==> src/rtl/sitda_pkg.sv <==
// Shared types and constants for the signed integer to decimal ASCII block.
// No dependencies; imported by every rtl file of the block.
package sitda_pkg;

  localparam int ValueW    = 32;
  localparam int BcdDigits = 10;
  localparam int BcdW      = 4 * BcdDigits;
  localparam int CharW     = 7;
  localparam int BitCntW   = $clog2(ValueW);
  localparam int DigCntW   = $clog2(BcdDigits + 1);

  localparam logic [CharW-1:0] CharZero  = 7'd48;
  localparam logic [CharW-1:0] CharMinus = 7'd45;

  typedef logic [BcdW-1:0] bcd_t;

  typedef enum logic [2:0] {
    StIdle,
    StConv,
    StSkip,
    StSign,
    StEmit
  } state_e;

endpackage

==> src/rtl/signed_int_to_decimal_ascii.sv <==
// Top level of the signed 32-bit integer to decimal ASCII converter.
// Depends on sitda_pkg and sitda_bcd_step.
//
// Usage:
//   Command channel: drive value_i and raise start while busy is low; the word
//   is taken at that clock edge and busy is high from that edge on.
//   Result channel: each character appears on char_code_o for exactly one
//   cycle with strobe_o high; last_char_o marks the final character. The
//   characters of one number come out in consecutive cycles, a minus sign
//   first for negative values, then the digits most significant first with
//   no leading zeros (zero gives a single '0').
//   Timing: the shift-and-add-3 steps run one per input bit, all through the
//   single BCD step unit; then leading zero digits are skipped one per cycle
//   and the first digit is found, then the characters go one per cycle through
//   the output register. Busy falls as the last character is registered, so
//   the next start is taken as the last character is on the ports.
//   Reset: asynchronous, active low; the block returns idle with no strobe.
//   The receiver cannot stall, so results never wait and need no buffering.
module signed_int_to_decimal_ascii (
  input  logic                                clk_i,
  input  logic                                rst_ni,
  input  logic                                start,
  input  logic signed [sitda_pkg::ValueW-1:0] value_i,
  output logic                                busy,
  output logic                                strobe_o,
  output logic        [sitda_pkg::CharW-1:0]  char_code_o,
  output logic                                last_char_o
);
  import sitda_pkg::*;

  state_e             state_q, state_d;
  logic [BitCntW-1:0] bit_cnt_q, bit_cnt_d;
  logic [DigCntW-1:0] dig_cnt_q, dig_cnt_d;
  logic [ValueW-1:0]  bin_q, bin_d;
  bcd_t               bcd_q, bcd_d, bcd_step;
  logic               neg_q, neg_d;
  logic               strobe_q, strobe_d;
  logic [CharW-1:0]   char_q, char_d;
  logic               last_q, last_d;
  logic [3:0]         top_digit;
  logic [ValueW-1:0]  magnitude;
  logic               accept;

  assign accept    = start && (state_q == StIdle);
  assign top_digit = bcd_q[BcdW-1 -: 4];

  // Two's complement negate; the most negative value maps to itself, which
  // read unsigned is exactly its magnitude.
  assign magnitude = value_i[ValueW-1] ? (~value_i + 1'b1) : value_i;

  sitda_bcd_step u_step (
    .bcd_i     (bcd_q),
    .bin_msb_i (bin_q[ValueW-1]),
    .bcd_o     (bcd_step)
  );

  // Next state.
  always_comb begin
    state_d = state_q;
    case (state_q)
      StIdle: begin
        if (accept) state_d = StConv;
      end
      StConv: begin
        if (bit_cnt_q == BitCntW'(ValueW - 1)) state_d = StSkip;
      end
      StSkip: begin
        if (top_digit != 4'd0 || dig_cnt_q == DigCntW'(1)) begin
          state_d = neg_q ? StSign : StEmit;
        end
      end
      StSign: state_d = StEmit;
      StEmit: begin
        if (dig_cnt_q == DigCntW'(1)) state_d = StIdle;
      end
      default: state_d = StIdle;
    endcase
  end

  // Datapath and result outputs.
  always_comb begin
    bit_cnt_d = bit_cnt_q;
    dig_cnt_d = dig_cnt_q;
    bin_d     = bin_q;
    bcd_d     = bcd_q;
    neg_d     = neg_q;
    strobe_d  = 1'b0;
    char_d    = char_q;
    last_d    = last_q;
    case (state_q)
      StIdle: begin
        if (accept) begin
          bin_d     = magnitude;
          bcd_d     = '0;
          neg_d     = value_i[ValueW-1];
          bit_cnt_d = '0;
        end
      end
      StConv: begin
        // Advance one input bit through the shared BCD step.
        bcd_d     = bcd_step;
        bin_d     = {bin_q[ValueW-2:0], 1'b0};
        bit_cnt_d = bit_cnt_q + 1'b1;
        dig_cnt_d = DigCntW'(BcdDigits);
      end
      StSkip: begin
        // Drop a leading zero digit, but always keep the units digit.
        if (top_digit == 4'd0 && dig_cnt_q != DigCntW'(1)) begin
          bcd_d     = {bcd_q[BcdW-5:0], 4'd0};
          dig_cnt_d = dig_cnt_q - 1'b1;
        end
      end
      StSign: begin
        strobe_d = 1'b1;
        char_d   = CharMinus;
        last_d   = 1'b0;
      end
      StEmit: begin
        strobe_d  = 1'b1;
        char_d    = CharZero + {{(CharW-4){1'b0}}, top_digit};
        last_d    = (dig_cnt_q == DigCntW'(1));
        bcd_d     = {bcd_q[BcdW-5:0], 4'd0};
        dig_cnt_d = dig_cnt_q - 1'b1;
      end
      default: ;
    endcase
  end

  always_ff @(posedge clk_i or negedge rst_ni) begin
    if (!rst_ni) begin
      state_q   <= StIdle;
      bit_cnt_q <= '0;
      dig_cnt_q <= '0;
      strobe_q  <= 1'b0;
    end else begin
      state_q   <= state_d;
      bit_cnt_q <= bit_cnt_d;
      dig_cnt_q <= dig_cnt_d;
      strobe_q  <= strobe_d;
    end
  end

  // Payload registers hold without reset.
  always_ff @(posedge clk_i) begin
    bin_q  <= bin_d;
    bcd_q  <= bcd_d;
    neg_q  <= neg_d;
    char_q <= char_d;
    last_q <= last_d;
  end

  assign busy        = (state_q != StIdle);
  assign strobe_o    = strobe_q;
  assign char_code_o = char_q;
  assign last_char_o = last_q;

endmodule

==> src/rtl/sitda_bcd_step.sv <==
// One shift-and-add-3 step of the binary to BCD converter.
// Depends on sitda_pkg for the BCD word type.
module sitda_bcd_step (
  input  sitda_pkg::bcd_t bcd_i,
  input  logic            bin_msb_i,
  output sitda_pkg::bcd_t bcd_o
);
  import sitda_pkg::*;

  bcd_t adj;

  // Bump every digit of five or more by three, then shift in the next binary bit.
  always_comb begin
    for (int k = 0; k < BcdDigits; k++) begin
      if (bcd_i[4*k +: 4] >= 4'd5) begin
        adj[4*k +: 4] = bcd_i[4*k +: 4] + 4'd3;
      end else begin
        adj[4*k +: 4] = bcd_i[4*k +: 4];
      end
    end
  end

  assign bcd_o = {adj[BcdW-2:0], bin_msb_i};

endmodule

==> config.mk <==
export PLATFORM = sky130hd
export DESIGN_NAME = signed_int_to_decimal_ascii
export DESIGN_NICKNAME = d
export VERILOG_FILES = /design/src/rtl/sitda_pkg.sv /design/src/rtl/signed_int_to_decimal_ascii.sv /design/src/rtl/sitda_bcd_step.sv
export SDC_FILE = /design/constraint.sdc
export NUM_CORES = 1
export LEC_CHECK = 0
export BUFFER_PORTS_ARGS = -buffer_cell sky130_fd_sc_hd__buf_2
export CAP_MARGIN = 40
export CORE_ASPECT_RATIO = 1.2
export CORE_UTILIZATION = 65
export DETAILED_ROUTE_END_ITERATION = 10
export PLACE_DENSITY = 0.85
export SLEW_MARGIN = 20
export SYNTH_ARGS = -nofsm -noshare
export SYNTH_HDL_FRONTEND = slang
export SYNTH_SLANG_ARGS = --single-unit
==> constraint.sdc <==
create_clock -name clk_i -period 9.37 [get_ports clk_i]
set_clock_uncertainty 0.1 [all_clocks]
set_input_delay 2.811 -clock clk_i [delete_from_list [all_inputs] [get_ports clk_i]]
set_output_delay 2.811 -clock clk_i [all_outputs]
set_load 0.01 [all_outputs]
==> results.sh <==
export IMPL_outcome="complete, no violations"
export IMPL_synth_top_cell_by_area="edfxtp_1"
export IMPL_tightest_slew_ps=806
export IMPL_clkSinkCount=92
export IMPL_cp_start_kind="input pin"
export IMPL_hold_violations=0
export IMPL_cp_arrival_ps=4940
export IMPL_ir_drop_mv=0.146
export IMPL_synth_edf_count=79
export IMPL_ioPinCount=45
export IMPL_fin_setup_tns_ps=0
export IMPL_setup_viol=0
export IMPL_clk_pin_slew_ps=80
export IMPL_timing_final_crit_share=0.528
export IMPL_max_freq_mhz=202
export IMPL_wire_per_inst_um=15.1
export IMPL_ys_seq_elements=92
export IMPL_power_density_nw_per_um2=312
export IMPL_rsz0062_at_grt="false"
export IMPL_grt_pass1_wl_um=19400
export IMPL_synth_area_top_cells="edfxtp_1 42%, o21ai_0 6.3%, dfrtp_1 5.7%"
export IMPL_coreArea_um2=8520
export IMPL_relSlewSlack=0.458
export IMPL_first_iter_violations=290
export IMPL_grtUsageTotal=0.270
export IMPL_first_pass_iters=5
export IMPL_synthSimpleGateAreaFrac=0.176
export IMPL_drc=0
export IMPL_setup_slack_ps=4420
export IMPL_routed_wl_um=11200
export IMPL_cts_root_buf="clkbuf_8"
export IMPL_diodes=0
export IMPL_postRouteAntennaNets=0
export IMPL_port_buffers=42
export IMPL_synthXorXnorAreaFrac=0.0648
export IMPL_layout_drive_gt1_share=0.116
export IMPL_min_period_ps=4950
export IMPL_synth_top_family_by_area="compound AO/OA/AOI/OAI gates"
export IMPL_ctsHtreeMaxLevel=3
export IMPL_dp_hpwl_um=7750
export IMPL_cts_tree="done"
export IMPL_postCtsHoldBufs=0
export IMPL_die_area_um2=9120
export IMPL_cts_buffer_depth=2
export IMPL_power_leakage_nw=2.44
export IMPL_post_cts_buffers=0
export IMPL_grt_overflow=0
export IMPL_drv_cap=0
export IMPL_die_h_um=104
export IMPL_numCtsBuffers=9
export IMPL_synthFlopType="edfxtp_1"
export IMPL_finalMaxSlewViolations=0
export IMPL_synth_compound_area_frac=0.182
export IMPL_syn_to_final_growth_pct=8.86
export IMPL_fp_dieW_um=87.3
export IMPL_nets=682
export IMPL_yosysWarnings=0
export IMPL_required_ps=9360
export IMPL_avgSynthCellArea_um2=9.56
export IMPL_synth_cell_type_count=51
export IMPL_rows=37
export IMPL_vias_per_cell=5.99
export IMPL_gp_congestion=0.899
export IMPL_vias=4455
export IMPL_synthAdderAreaFrac=0.0551
export IMPL_async_flop_share=0.141
export IMPL_critPathMaxFanout=8
export IMPL_critical_path_class="in2reg"
export IMPL_netlist_instances=594
export IMPL_dp_slack_ps=4100
export IMPL_syn_area_um2=5680
export IMPL_end_kind="flip-flop"
export IMPL_cts_repair_resized=0
export IMPL_hold_path_class="reg2reg"
export IMPL_synthMuxAreaShare=0.00353
export IMPL_syn_nets=654
export IMPL_clock_latency_ps=370
export IMPL_initial_core_util=0.667
export IMPL_fill_cells=667
export IMPL_grt_max_degree=57
export IMPL_synth_top_cell_area_share=0.418
export IMPL_ys_seq_area_frac=0.475
export IMPL_grt_antenna_before_repair=0
export IMPL_grt_pass1_vias=4345
-- cell type report --
class | count | area [µm²] | share of cell area
clock buffer | 11 | 151 | 0.0245
clock inverter | 5 | 73.8 | 0.0119
inverter | 29 | 109 | 0.0176
multi-input combinational | 443 | 2760 | 0.446
sequential | 92 | 2700 | 0.436
tap | 117 | 146 | 0.0237
timing repair buffer | 47 | 248 | 0.0401
-- cells in the mapped netlist, drive strengths merged, types with 3 or more instances --
cell type  number
o22ai           3
or3             5
or4             3
edfxtp         79
nand2          75
nor4b           3
and3            5
o31ai          15
xnor2          11
o21ai          72
nor3b          13
a22o            8
nor2           45
a21oi          50
nand3          10
nor2b           7
clkbuf         21
o41ai          11
xor2           31
inv            28
nor4            5
dfrtp          13
a22oi           3
buf             9
or2             3
ha             25
nand3b          3
nor3            6
nand2b         13
-- cell families after synthesis --
kind of cell / after synthesis
and+or+nand+nor: 202
AOI/OAI and AO/OA: 170
DFF: 92
buffers and inverters: 59
xor gates and xnor gates: 42
adders and majority gates: 25
other: 2
muxes: 2
-- metal layers --
metal	vias up	share of wire	GRT usage
li1	2189	-	-
met1	2127	0.41	0.334
met2	122	0.54	0.465
met3	17	0.035	0.0302
met4	0	0.021	0.125
met5	-	0	0
-- per-stage QoR --
stage / instance area (µm²) / util / total power [mW] / hold WS (ps) / instances
floorplan: 5680 / - / 1.44 / 364 / 594
global route: 6180 / 0.726 / 2.08 / 439 / 744
detailed placement: 5960 / 0.699 / 1.63 / 411 / 728
CTS: 6180 / 0.726 / 1.94 / 426 / 744
finish: 6180 / 0.726 / 1.93 / 424 / 744
global placement: 5960 / 0.699 / 1.58 / 397 / 728
-- final timing paths --
| path | start | to | slack (ps) | cells after the start |
|---|---|---|---|---|
| min in group asynchronous | rst_ni | dig_cnt_q[0] | 2220 | 1 |
| worst max register to register | state_q[1] | bin_q[24] | 6770 | 5 |
| max in group asynchronous | rst_ni | bit_cnt_q[2] | 6710 | 1 |
| worst max-delay path | value_i[0] | bin_q[28] | 4420 | 8 |
| worst min-delay path | bin_q[30] | bin_q[31] | 420 | 2 |
| worst min register to register | bin_q[30] | bin_q[31] | 420 | 2 |
-- where the power goes --
group	switching [mW]	internal, mW	total (mW)
Clock	0.138	0.163	0.301
Combinational	0.467	0.291	0.758
Sequential	0.130	0.742	0.872
-- worst max-delay path: stages --
cell and delay [ps]:
buf_2 110, inv_1 90, ha_1 190, nor3b_1 540
nand3_1 470, o41ai_2 430, xor2_1 200, a21oi_1 90
-- layout by cell type, fill, tap and decap left out, drive strengths merged, types with 13 or more instances in the layout --
cell type,count
edfxtp,79
nand2,75
o21ai,72
a21oi,50
buf,47
nor2,45
xor2,31
inv,28
ha,25
o31ai,15
nand2b,13
nor3b,13
dfrtp,13
-- sequential cells by signal (all words and copies together) (netlist names) --
signal	count
dig_cnt_q	4
bit_cnt_q	5
strobe_o	1
bin_q	32
char_code_o	5
bcd_q	40
state_q	3
neg_q	1
last_char_o	1
Note: power is estimated with default switching activity, not from simulation.
